`src/rtl/core/dtapw_queue.sv`:
```
// Two-entry queue that decouples the front end from the memory back end.
// Depends on nothing but its data width.
module dtapw_queue #(
   parameter int DATA_W = 8
) (
   input  logic              clock,
   input  logic              reset,
   input  logic              push,
   input  logic [DATA_W-1:0] push_data,
   output logic              full,
   input  logic              pop,
   output logic              valid,
   output logic [DATA_W-1:0] data
);
   logic [DATA_W-1:0] entries_ff [2];
   logic              wr_ptr_ff;
   logic              rd_ptr_ff;
   logic [1:0]        count_ff;
   logic [1:0]        count_in;

   assign full  = (count_ff == 2'd2);
   assign valid = (count_ff != 2'd0);
   assign data  = entries_ff[rd_ptr_ff];

   always_comb begin
      count_in = count_ff;
      if (push && !pop) begin
         count_in = count_ff + 2'd1;
      end else if (pop && !push) begin
         count_in = count_ff - 2'd1;
      end
   end

   always_ff @(posedge clock) begin
      if (reset) begin
         wr_ptr_ff <= 1'b0;
         rd_ptr_ff <= 1'b0;
         count_ff  <= 2'd0;
      end else begin
         count_ff <= count_in;
         if (push) begin
            wr_ptr_ff <= !wr_ptr_ff;
         end
         if (pop) begin
            rd_ptr_ff <= !rd_ptr_ff;
         end
      end
   end

   always_ff @(posedge clock) begin
      if (push) begin
         entries_ff[wr_ptr_ff] <= push_data;
      end
   end

endmodule

```
`config.mk`:
```
export PLATFORM = sky130hd
export DESIGN_NAME = dtapw_queue
export DESIGN_NICKNAME = d
export VERILOG_FILES = /design/src/rtl/core/dtapw_queue.sv
export SDC_FILE = /design/constraint.sdc
export NUM_CORES = 1
export LEC_CHECK = 0
export BUFFER_PORTS_ARGS = -buffer_cell sky130_fd_sc_hd__buf_2
export CORE_ASPECT_RATIO = 0.75
export CORE_MARGIN = 5
export CORE_UTILIZATION = 44
export CTS_CLUSTER_DIAMETER = 40
export DETAILED_ROUTE_END_ITERATION = 16
export GPL_ROUTABILITY_DRIVEN = 0
export PLACE_DENSITY = 0.75
export REMOVE_ABC_BUFFERS = 1
export SLEW_MARGIN = 20
export SYNTH_ARGS = -nofsm -noshare
export SYNTH_HDL_FRONTEND = slang
export SYNTH_SLANG_ARGS = --single-unit
```
`constraint.sdc`:
```
create_clock -name clock -period 1.1 [get_ports clock]
set_input_delay 0.22 -clock clock [delete_from_list [all_inputs] [get_ports clock]]
set_output_delay 0.22 -clock clock [all_outputs]
set_load 0.005 [all_outputs]
```
==> summary.txt <==
Seq cells post-synth -> 21
Crit Path Max Fanout -> 6
Int Pwr -> 1.26 mW
Vias post-DR -> 462
Initial core utilization -> 0.460
Power Dens Cells -> 1480 mW/mm^2
Worst setup path class -> reg2out
Total gr overflow -> 0
Achievable frequency -> 703 MHz
Logic gate share of total power -> 0.202
Port bufs -> 21
CTS tree -> yes
Max-cap viol count -> 0
# setup viols final -> 11
Final core utilization -> 0.637
Arrival @ worst endpoint -> 1.20 ns
Via/cell ratio -> 4.53
Core footprint -> 0.00171 sq mm
Hold Path Origin -> push_data[0]
Synth unique cells -> 16
Area after DPL -> 973 sq um
Final wirelength -> 1.24 mm
Seq pwr share -> 0.583
Hold Crit Class -> in2reg
Drt drc -> 0
Ratio of cells with drive above 1 in the final layout -> 0.600
Clock buffer depth -> 2
Post-synthesis sequential area ratio -> 0.739
Filler cell count -> 136
Syn Inst Count -> 47
Detail Route Antenna Nets -> 0
Rows -> 13
RSZ-0062 raised after global routing -> true
CTS HTree Levels -> 1
Yosys warnings -> 0
Status -> complete, but fails checks
Final Instance Area -> 0.00109 sq mm
Iter 0 DRT Violations -> 5
Die H -> 46.6 um
Sw Ratio -> 0.218
Tightest Pin Transition -> 0.376 ns
Static leakage -> 0.463 nW
Hold_buf cts -> 0
Post-route setup slack -> -0.322 ns
Global routing's busiest layer -> met2
Gr usage total -> 0.0952
Slew headroom -> 0.749
Setup TNS -> -2.71 ns
Peak supply drop -> 1.16 mV
Num CTS Buffers -> 3
Area growth, synth to finish -> 38.5%
Final Slew Violations -> 0
Met2 Use GR -> 0.172
Period utilization -> 1.29
Final clock skew -> 0.00614 ns
Largest net degree at the start of global routing -> 13
Failing checks -> negative setup slack
Clock transition at path regs -> 0.11 ns
Avg Synthesized Cell Area -> 16.7 sq um
Switching pwr -> 0.353 mW
Clock root buffer -> clkbuf_4
Min Tclk post-route -> 1.42 ns
Total die area -> 0.00274 sq mm
Clock Sinks -> 21
Critical Path Start Type -> flip-flop
Die X -> 58.8 um
Reg-to-Reg Start -> count_ff[0]$_SDFFE_PP0P_
Vias in the first global route -> 479
Wirelength per Cell -> 12.1 um
Initial antenna violation count -> 0
Diode count -> 0
Met1 usage in global routing -> 0.113
M3 GR Usage -> 0.0336
CP Capture Type -> primary output
Fin nets -> 94
Final Hold Vio Count -> 0
Clk_lat worst skew -> 0.29 ns
Num ports -> 22
Synthesized area -> 786 sq um
Clock Power Share -> 0.216
Post-DP HPWL -> 975 um
Worst Path Required -> 0.88 ns
Global-route wire length before repair -> 1.90 mm
TritonRoute pass-1 iters -> 4
## layer usage
layer  wire length (um)  vias to the layer above  share of wire
met3                 93                        0          0.075
met2                633                       14           0.51
met5                  0                        -              0
met4                  0                        0              0
li1                   -                      233              -
met1                512                      215           0.41
## final cells by class
class                      count  area [sq um]  area share
sequential                    21           584       0.537
clock inverter                 1          5.00     0.00460
inverter                       1          3.75     0.00345
clock buffer                   3          22.5      0.0207
multi-input combinational     24           225       0.207
tap                           22          27.5      0.0253
timing repair buffer          30           220       0.202
## per-stage QoR
step                hold slack, ns  setup slack [ns]  power (mW)  instances
floorplan                    0.289            0.0123        1.07         46
global placement             0.408           -0.0723        1.19         97
detailed placement           0.413            -0.109        1.20         97
CTS                          0.107            -0.335        1.62        102
global route                0.0887            -0.373        1.70        102
finish                       0.109            -0.322        1.61        102
## what timing repair did
action | in CTS | in global routing
setup endpoints to repair | 10 | 11
pin swaps | 1 | 0
resized for setup | 17 | 2
buffers inserted | 1 | 0
cloned | 0 | 0
## flip-flops by register name, summed over array words and instances (netlist names), named ones only
signal	count
entries_ff	16
count_ff	2
rd_ptr_ff	1
wr_ptr_ff	1
## cell families after synthesis
logic type      share of synthesized area
compound gates                     0.0127
fa+ha+maj                          0.0159
xor+xnor                           0.0446
simple gates                       0.0621
mux                                 0.115
flops                               0.739
buf+inv                            0.0111
## Yosys cell counts
library cell  number  area (sq um)
and2b_2            1          8.76
xnor2_1            2          17.5
buf_2              1          5.00
edfxtp_1          16           480
nor2_1             4          15.0
and2_1             1          6.26
or2_2              1          6.26
ha_1               1          12.5
inv_1              1          3.75
mux2_2             8          90.1
xor2_1             2          17.5
or3_1              1          6.26
a21oi_1            1          5.00
o21ai_0            1          5.00
nor2b_1            1          6.26
dfxtp_1            5           100
## cells in the final DEF (no fill, tap or decap), drive strengths merged
cell type and count:
a21oi 1, and2 1, and2b 1, buf 30, clkbuf 3, clkinv 1, dfxtp 5, edfxtp 16
ha 1, inv 1, mux2 8, nor2 4, nor2b 1, o21ai 1, or2 1, or3 1
xnor2 2, xor2 2
## critical path, stage by stage, from the launching register on
cell and delay, ns:
dfxtp_2 0.35, buf_6 0.14, mux2_4 0.31, buf_6 0.12
## power by group through the flow
stage	Clock, mW	Combinational [mW]	Sequential (mW)
after floorplan	0	0.114	0.958
after CTS	0.356	0.326	0.940
final	0.348	0.325	0.940
after global placement	0	0.238	0.954
after global routing	0.393	0.356	0.946
after detailed placement	0	0.244	0.957
## worst paths after layout
path | endpoint | depth (start not counted) | slack, ns
max | data[6] | 3 | -0.32
min reg2reg | count_ff[1]$_SDFFE_PP0P_ | 2 | 0.53
max reg2reg | count_ff[1]$_SDFFE_PP0P_ | 4 | -0.02
min | entries_ff[0][0]$_DFFE_PP_ | 1 | 0.11
No activity file was read; power rests on OpenSTA's default activity.
