## src/rtl/core/dtapw_pkg.sv

```systemverilog
// Shared types, codes and the color blend function for the depth-tested pixel writer.
// No dependencies; the front end, back end, top level and checker import it.
package dtapw_pkg;

   typedef enum logic [1:0] {
      OP_CLEAR       = 2'd0,
      OP_PUT_SCREEN  = 2'd1,
      OP_PUT_WORLD   = 2'd2,
      OP_READ_SCREEN = 2'd3
   } op_type;

   localparam int CSR_INDEX_W = 1;
   localparam int CSR_DATA_W  = 16;
   localparam logic [CSR_INDEX_W-1:0] CSR_BASE_X = 1'b0;
   localparam logic [CSR_INDEX_W-1:0] CSR_BASE_Y = 1'b1;

   // Coordinate arithmetic width: 16-bit difference plus offsets up to 4097.
   localparam int CALC_W = 19;

   localparam logic signed [31:0] DEPTH_MIN    = 32'sh8000_0000;
   localparam logic [7:0]         ALPHA_OPAQUE = 8'd255;
   localparam logic [7:0]         ALPHA_HALF   = 8'd127;
   localparam logic [7:0]         ALPHA_NONE   = 8'd0;

   typedef struct packed {
      logic [7:0]        red;
      logic [7:0]        green;
      logic [7:0]        blue;
      logic signed [31:0] depth;
      logic [31:0]       id;
   } cell_type;

   localparam cell_type CLEAR_CELL = '{
      red: 8'd0, green: 8'd0, blue: 8'd0, depth: DEPTH_MIN, id: 32'd0
   };

   // Classified request as it travels from the front to the back.
   typedef struct packed {
      op_type            op;
      logic              in_view;
      logic [7:0]        red;
      logic [7:0]        green;
      logic [7:0]        blue;
      logic [7:0]        alpha;
      logic signed [31:0] depth;
      logic [31:0]       id;
   } item_type;

   typedef enum logic [1:0] {
      ST_SWEEP = 2'd0,
      ST_IDLE  = 2'd1,
      ST_EXEC  = 2'd2
   } back_state_type;

   // One color channel: replace, average, or dst + floor((src - dst) * a / 256).
   function automatic logic [7:0] blend_chan(input logic [7:0] src,
                                             input logic [7:0] dst,
                                             input logic [7:0] alpha);
      logic signed [9:0]  diff;
      logic signed [18:0] prod;
      logic [9:0]         sum;
      logic [8:0]         avg;
      logic [7:0]         res;
      diff = $signed({2'b00, src}) - $signed({2'b00, dst});
      prod = diff * $signed({1'b0, alpha});
      sum  = prod[17:8] + {2'b00, dst};
      avg  = {1'b0, src} + {1'b0, dst};
      priority if (alpha == ALPHA_OPAQUE) begin
         res = src;
      end else if (alpha == ALPHA_HALF) begin
         res = avg[8:1];
      end else begin
         res = sum[7:0];
      end
      return res;
   endfunction

endpackage

```

## src/rtl/core/dtapw_if.sv

```systemverilog
// Request and response channel interfaces of the pixel writer.
// Standalone; no package needed.
interface dtapw_req_if;
   logic               valid;
   logic               ready;
   logic [1:0]         op;
   logic signed [15:0] coord_x;
   logic signed [15:0] coord_y;
   logic signed [31:0] depth_in;
   logic [7:0]         src_red;
   logic [7:0]         src_green;
   logic [7:0]         src_blue;
   logic [7:0]         src_alpha;
   logic [31:0]        object_id;

   modport source (output valid, op, coord_x, coord_y, depth_in, src_red, src_green,
                   src_blue, src_alpha, object_id, input ready);
   modport sink   (input valid, op, coord_x, coord_y, depth_in, src_red, src_green,
                   src_blue, src_alpha, object_id, output ready);
endinterface


```

## src/rtl/core/dtapw_front.sv

```systemverilog
// Front end: base point registers, request acceptance, view test and cell address.
// Depends on dtapw_pkg and dtapw_req_if.
module dtapw_front #(
   parameter int VIEW_WIDTH  = 256,
   parameter int VIEW_HEIGHT = 256,
   localparam int ADDR_W     = $clog2(VIEW_WIDTH * VIEW_HEIGHT)
) (
   input  logic                                 clock,
   input  logic                                 reset,
   dtapw_req_if.sink                            req_chan,
   input  logic                                 csr_wr_en,
   input  logic [dtapw_pkg::CSR_INDEX_W-1:0]    csr_index,
   input  logic [dtapw_pkg::CSR_DATA_W-1:0]     csr_wr_data,
   input  logic                                 sweeping,
   input  logic                                 q_full,
   output logic                                 push,
   output dtapw_pkg::item_type                  push_item,
   output logic [ADDR_W-1:0]                    push_addr
);
   import dtapw_pkg::*;

   localparam int COL_W  = $clog2(VIEW_WIDTH);
   localparam int ROW_W  = $clog2(VIEW_HEIGHT);
   localparam int HALF_W = VIEW_WIDTH / 2;
   localparam int HALF_H = VIEW_HEIGHT / 2;
   localparam logic signed [CALC_W-1:0] COL_OFS = CALC_W'(HALF_W + 1);
   localparam logic signed [CALC_W-1:0] ROW_OFS = CALC_W'(VIEW_HEIGHT - HALF_H - 2);
   localparam logic signed [CALC_W-1:0] W_LIM   = CALC_W'(VIEW_WIDTH);
   localparam logic signed [CALC_W-1:0] H_LIM   = CALC_W'(VIEW_HEIGHT);

   logic signed [15:0]       base_x_ff;
   logic signed [15:0]       base_y_ff;
   logic signed [CALC_W-1:0] col;
   logic signed [CALC_W-1:0] row;
   op_type                   op;
   logic                     in_view;

   always_ff @(posedge clock) begin
      if (reset) begin
         base_x_ff <= '0;
         base_y_ff <= '0;
      end else if (csr_wr_en) begin
         unique case (csr_index)
            CSR_BASE_X: base_x_ff <= $signed(csr_wr_data);
            CSR_BASE_Y: base_y_ff <= $signed(csr_wr_data);
            default:    base_x_ff <= base_x_ff;
         endcase
      end
   end

   always_comb begin
      op = op_type'(req_chan.op);
      if (op == OP_PUT_WORLD) begin
         // world window: column from the left edge, row counted from the top
         col = CALC_W'(req_chan.coord_x) - CALC_W'(base_x_ff) + COL_OFS;
         row = ROW_OFS - CALC_W'(req_chan.coord_y) + CALC_W'(base_y_ff);
      end else begin
         col = CALC_W'(req_chan.coord_x);
         row = CALC_W'(req_chan.coord_y);
      end
      in_view = (op != OP_CLEAR) && !col[CALC_W-1] && (col < W_LIM)
                && !row[CALC_W-1] && (row < H_LIM);
   end

   assign req_chan.ready = !q_full && !sweeping;
   assign push           = req_chan.valid && req_chan.ready;

   assign push_addr = ADDR_W'(row[ROW_W-1:0]) * ADDR_W'(VIEW_WIDTH)
                      + ADDR_W'(col[COL_W-1:0]);

   always_comb begin
      push_item.op      = op;
      push_item.in_view = in_view;
      push_item.red     = req_chan.src_red;
      push_item.green   = req_chan.src_green;
      push_item.blue    = req_chan.src_blue;
      push_item.alpha   = req_chan.src_alpha;
      push_item.depth   = req_chan.depth_in;
      push_item.id      = req_chan.object_id;
   end

endmodule

```

## src/flat_wrapper.sv

```systemverilog
// flat-port wrapper written by rule: the top's interface ports become plain ports
module dtapw_front_flat import dtapw_pkg::*;
#(
   parameter int VIEW_WIDTH  = 256,
   parameter int VIEW_HEIGHT = 256,
   localparam int ADDR_W     = $clog2(VIEW_WIDTH * VIEW_HEIGHT)
)
  (clock, reset, csr_wr_en, csr_index, csr_wr_data, sweeping, q_full, push, push_item, push_addr, req_chan_valid, req_chan_op, req_chan_coord_x, req_chan_coord_y, req_chan_depth_in, req_chan_src_red, req_chan_src_green, req_chan_src_blue, req_chan_src_alpha, req_chan_object_id, req_chan_ready);
  dtapw_req_if req_chan_i ();
  input  logic clock;
  input  logic reset;
  input  logic csr_wr_en;
  input  logic [dtapw_pkg::CSR_INDEX_W-1:0] csr_index;
  input  logic [dtapw_pkg::CSR_DATA_W-1:0] csr_wr_data;
  input  logic sweeping;
  input  logic q_full;
  output logic push;
  output dtapw_pkg::item_type push_item;
  output logic [ADDR_W-1:0] push_addr;
  input wire logic [$bits(req_chan_i.valid)-1:0] req_chan_valid;
  input wire logic [$bits(req_chan_i.op)-1:0] req_chan_op;
  input wire logic [$bits(req_chan_i.coord_x)-1:0] req_chan_coord_x;
  input wire logic [$bits(req_chan_i.coord_y)-1:0] req_chan_coord_y;
  input wire logic [$bits(req_chan_i.depth_in)-1:0] req_chan_depth_in;
  input wire logic [$bits(req_chan_i.src_red)-1:0] req_chan_src_red;
  input wire logic [$bits(req_chan_i.src_green)-1:0] req_chan_src_green;
  input wire logic [$bits(req_chan_i.src_blue)-1:0] req_chan_src_blue;
  input wire logic [$bits(req_chan_i.src_alpha)-1:0] req_chan_src_alpha;
  input wire logic [$bits(req_chan_i.object_id)-1:0] req_chan_object_id;
  output wire logic [$bits(req_chan_i.ready)-1:0] req_chan_ready;
  assign req_chan_i.valid = req_chan_valid;
  assign req_chan_i.op = req_chan_op;
  assign req_chan_i.coord_x = req_chan_coord_x;
  assign req_chan_i.coord_y = req_chan_coord_y;
  assign req_chan_i.depth_in = req_chan_depth_in;
  assign req_chan_i.src_red = req_chan_src_red;
  assign req_chan_i.src_green = req_chan_src_green;
  assign req_chan_i.src_blue = req_chan_src_blue;
  assign req_chan_i.src_alpha = req_chan_src_alpha;
  assign req_chan_i.object_id = req_chan_object_id;
  assign req_chan_ready = req_chan_i.ready;
  dtapw_front #(.VIEW_WIDTH(VIEW_WIDTH), .VIEW_HEIGHT(VIEW_HEIGHT)) u_core (.clock(clock), .reset(reset), .req_chan(req_chan_i), .csr_wr_en(csr_wr_en), .csr_index(csr_index), .csr_wr_data(csr_wr_data), .sweeping(sweeping), .q_full(q_full), .push(push), .push_item(push_item), .push_addr(push_addr));
endmodule
```

## config.mk

```make
export PLATFORM = sky130hd
export DESIGN_NAME = dtapw_front_flat
export DESIGN_NICKNAME = d
export VERILOG_FILES = /design/src/rtl/core/dtapw_pkg.sv /design/src/rtl/core/dtapw_if.sv /design/src/rtl/core/dtapw_front.sv /design/src/flat_wrapper.sv
export SDC_FILE = /design/constraint.sdc
export NUM_CORES = 1
export LEC_CHECK = 0
export BUFFER_PORTS_ARGS = -buffer_cell sky130_fd_sc_hd__clkbuf_2
export CORE_MARGIN = 3
export CORE_UTILIZATION = 45
export CTS_CLUSTER_DIAMETER = 40
export DETAILED_ROUTE_END_ITERATION = 16
export PLACE_DENSITY_LB_ADDON = 0.15
export REMOVE_ABC_BUFFERS = 1
export SLEW_MARGIN = 25
export SYNTH_ARGS = -nofsm -noshare
export SYNTH_HDL_FRONTEND = slang
export SYNTH_SLANG_ARGS = --single-unit
```

## constraint.sdc

```tcl
create_clock -name clock -period 4.41 [get_ports clock]
set_input_delay 0.2205 -clock clock [delete_from_list [all_inputs] [get_ports clock]]
set_output_delay 0.2205 -clock clock [all_outputs]
set_load 0.05 [all_outputs]
```

==> results.txt <==
----------------------------------------------------
[Floorplan]
  Std cell rows ... 36
  Total Die Area ... approximately 11000 um^2
  Initial standard-cell utilization of the core ... 46.5%
  Ports placed on the boundary ... 270
  CORE AREA ... 9820 um^2
  Die height ... 107 um
  Chip width ... 107 um

[STA]
  Final Max Slew Viols ... 0
  Worst-case clock skew ... 0 ns
  RSZ-0062 raised after global routing ... no
  Period minus WS final ... 4.15 ns
  Final critical-path share of the clock period ... 94.0%
  Hold Worst Slack ... 0.166 ns
  Final hold violations ... 0
  Fmax ... 241 MHz
  Measured slew at the worst slew-check pin ... approximately 0.73 ns
  Setup TNS ... 0 ns
  Max-slew headroom ... 51.3%
  Setup Viol. Count Final ... 0

[Finish]
  Relative area change from synthesis to final layout ... -3.78%
  Diodes inserted ... 0
  Number of nets in the layout ... 801
  Layout cell share with drive strength beyond 1 ... 18.9%
  Final core utilization ... 44.7%

[Power]
  Power density relative to cell area ... 254 nW/um^2
  Leakage power summed over all cells ... 0.00198 uW
  Max IR drop VDD ... 115 uV

[Min path]
  Min-Delay Path Class ... input port to flip-flop
  Cells on Worst Hold Path ... 3
  Hold Startpoint ... csr_wr_data[6]
  Hold path endpoint ... u_core.base_y_ff[6]$_SDFFE_PP0P_

[Drt]
  Routed wire length per instance ... 30.2 um
  Wirelength, routed ... 22.1 mm
  Wire length the detailed router placed on met1 ... 5.64 mm
  DRC errors left ... 0
  Routed met2 length ... 9.45 mm
  Residual antenna-violating net count after detailed routing ... 0
  DR top layer ... met4
  Via total after detailed routing ... 4191
  1st-pass router iterations ... 4
  Met3 Wirelength ... 4.92 mm
  Ratio of routed vias to standard cells ... 5.73
  Number of design-rule violations left by the first detailed-router iteration ... 174

[Clock network]
  Max H-tree Level ... 2
  Clock latency at the later pin of the worst-skew pair ... 0.28 ns
  Clk sinks ... 32
  CTS tree ... built
  Maximum clock insertion buffer count ... 2
  TritonCTS buffer count ... 5
  Hold buffer count at cts ... 0
  Clock root buffer ... sky130_fd_sc_hd__clkbuf_8
  Clock slew seen by the registers of the worst setup and hold paths ... 0.08 ns

[Yosys]
  Register area share after synthesis ... about 14%
  Cell taking the most area after synthesis ... sky130_fd_sc_hd__buf_4
  Most instantiated cells after synthesis ... sky130_fd_sc_hd__nand2_1 (105), sky130_fd_sc_hd__buf_4 (99), sky130_fd_sc_hd__inv_1 (56)
  Post-synth top area share ... about 16%
  Number of register bits inferred by synthesis ... 32
  Mapped Cells ... between 600 and 700
  Post-synthesis average cell area ... 7.27 um^2
  Predominant post-synthesis flop cell ... sky130_fd_sc_hd__dfxtp_1
  Fraction of registers with async set or reset after synthesis ... 0%
  Most repeated cell in the gate-level netlist after synthesis ... sky130_fd_sc_hd__nand2_1
  Cell Area, Synth ... 4560 um^2
  Yosys synthesis warning count ... 0
  Number of enable flip-flop cells after synthesis ... 0
  Most area-consuming cells after synthesis ... sky130_fd_sc_hd__buf_4 (16%), sky130_fd_sc_hd__dfxtp_1 (14%), sky130_fd_sc_hd__ha_1 (13%)
  Netlist cell types ... 66

[Global routing]
  Maximum number of pins on one net before global-route repair ... 33
  Global route total overflow ... 0
  GRT Total Usage ... 37.5%
  First-pass GRT wire length ... approximately 29 mm
  Vias in the first global route ... a little under 4000
  Number of antenna violations at the first check in global routing ... 0

[Critical path]
  Required time of the worst setup path ... 4.19 ns
  Critical Path End Type ... output port
  CP delay by family, top ... simple AND/OR/NAND/NOR gates
  Critical Path Source Type ... flip-flop
  Flop-to-flop setup slack ... 3.76 ns
  Worst r2r src ... u_core.base_x_ff[11]$_SDFFE_PP0P_
  Crit-path cells ... ha_1 > inv_1 > fa_1 > xor2_2 > and3_1 > or3b_1 > or4_4 > a21oi_4 > nand4b_1 > a2111oi_2 > o221ai_1 > a31oi_1 > buf_4
  Highest-delay cell along the critical path ... sky130_fd_sc_hd__or4_4
  WP buf/inv ... 2
  Delay of the slowest cell on the worst path ... 0.52 ns
  Critical path arrival ... 3.93 ns
  Maximum fanout count along the critical path ... 4
  Worst-case reg-to-reg path depth ... 2
  Setup CP Type ... flip-flop to output port
  Destination of the worst register-to-register timing path ... u_core.base_x_ff[11]$_SDFFE_PP0P_

[Placed design]
  Final Wtd Congestion ... 1.09
  Half-perimeter wire length after detailed placement ... 20.1 mm
  Count of input and output buffers ... a little under 80

[Run]
  Total of max-cap violations ... 0

[Status]
  Run status ... complete, no violations

----------------------------------------------------
[layout by cell type (no fill, tap or decap), drive strengths merged, types with 3 or more instances in the layout]
| master | count |
|---|---|
| ha | 49 |
| and2 | 3 |
| mux2i | 4 |
| o21a | 5 |
| nand2 | 105 |
| and3 | 5 |
| clkinv | 3 |
| nand4 | 7 |
| inv | 56 |
| xor2 | 11 |
| nor4 | 6 |
| o211ai | 6 |
| nor2 | 23 |
| o31a | 3 |
| xnor2 | 19 |
| nor2b | 4 |
| buf | 3 |
| dfxtp | 32 |
| a211oi | 10 |
| a21o | 9 |
| a211o | 3 |
| o32ai | 3 |
| nor3 | 6 |
| nand2b | 5 |
| mux2 | 5 |
| o2111ai | 3 |
| clkbuf | 81 |
| o21ai | 33 |
| a21oi | 51 |
| or4 | 3 |
| or2 | 5 |
| nand3 | 7 |
| a31oi | 5 |
[how the worst max path moves through the flow]
stage / start / endpoint / depth (start not counted)
final: u_core.base_x_ff[0]$_SDFFE_PP0P_ / push_item[96] / 13
after global routing: u_core.base_x_ff[0]$_SDFFE_PP0P_ / push_item[96] / 13
after CTS: u_core.base_x_ff[0]$_SDFFE_PP0P_ / push_item[96] / 13
after detailed placement: req_chan_coord_x[0] / push_item[96] / 15
after global placement: req_chan_coord_x[0] / push_item[96] / 15
after floorplan: u_core.base_x_ff[0]$_SDFFE_PP0P_ / push_item[96] / 12
[flip-flops by register name, summed over array words and instances (netlist names)]
signal / cells
u_core.base_x_ff: 16
u_core.base_y_ff: 16
[final cells by class]
class / instances / area [um^2]
multi-input combinational: 423 / 2880
timing repair buffer: 79 / 403
clock inverter: 3 / 18.8
fill: 1086 / 5430
sequential: 32 / 641
tap: 133 / 166
clock buffer: 5 / 68.8
inverter: 56 / 210
[what timing repair did]
item,in CTS,in global routing
endpoints found under the hold margin,0,0
gates resized for setup,0,4
setup endpoints to repair,0,1
buffers inserted,0,1
[report_power, final]
group          leakage [uW]  internal (uW)  switching, uW
clock             0.0000479            110            120
sequential         0.000262            302           6.85
combinational       0.00167            216            358
total               0.00198            629            485
[kinds of logic (layout without fill, tap and decap cells)]
| family | count (synthesis) | count (layout) | share of synthesized area (%) |
|---|---|---|---|
| buffers and inverters | 173 | 143 | 23.1 |
| AND/OR/NAND/NOR | 188 | 188 | 19.2 |
| AO/OA/AOI/OAI | 145 | 145 | 21.1 |
| adder cells (fa/ha/maj) | 51 | 51 | 14.3 |
| multiplexers | 9 | 9 | 2.11 |
| XOR/XNOR | 30 | 30 | 6.09 |
| flip-flops | 32 | 32 | 14.0 |
[worst register-to-register path, delay by kind of cell, from the launching register on]
kind	cells	cell delay [ns]
compound gates	1	0.17
flops	1	0.34
simple gates	1	0.05
[metal layers]
metal	track usage, %	vias to the layer above
met5	1.90	-
met1	26.4	1816
met2	59.3	306
li1	-	1992
met4	24.8	0
met3	39.3	77
[through the flow]
step	power, uW	setup WS, ns	instances	area (um^2)
floorplan	736	0.381	511	3720
global placement	876	0.508	722	4280
detailed placement	878	0.407	722	4280
CTS	1110	0.134	730	4370
global route	1190	0.00793	731	4390
finish	1110	0.264	731	4390
Note: power is estimated with default switching activity, not from simulation.
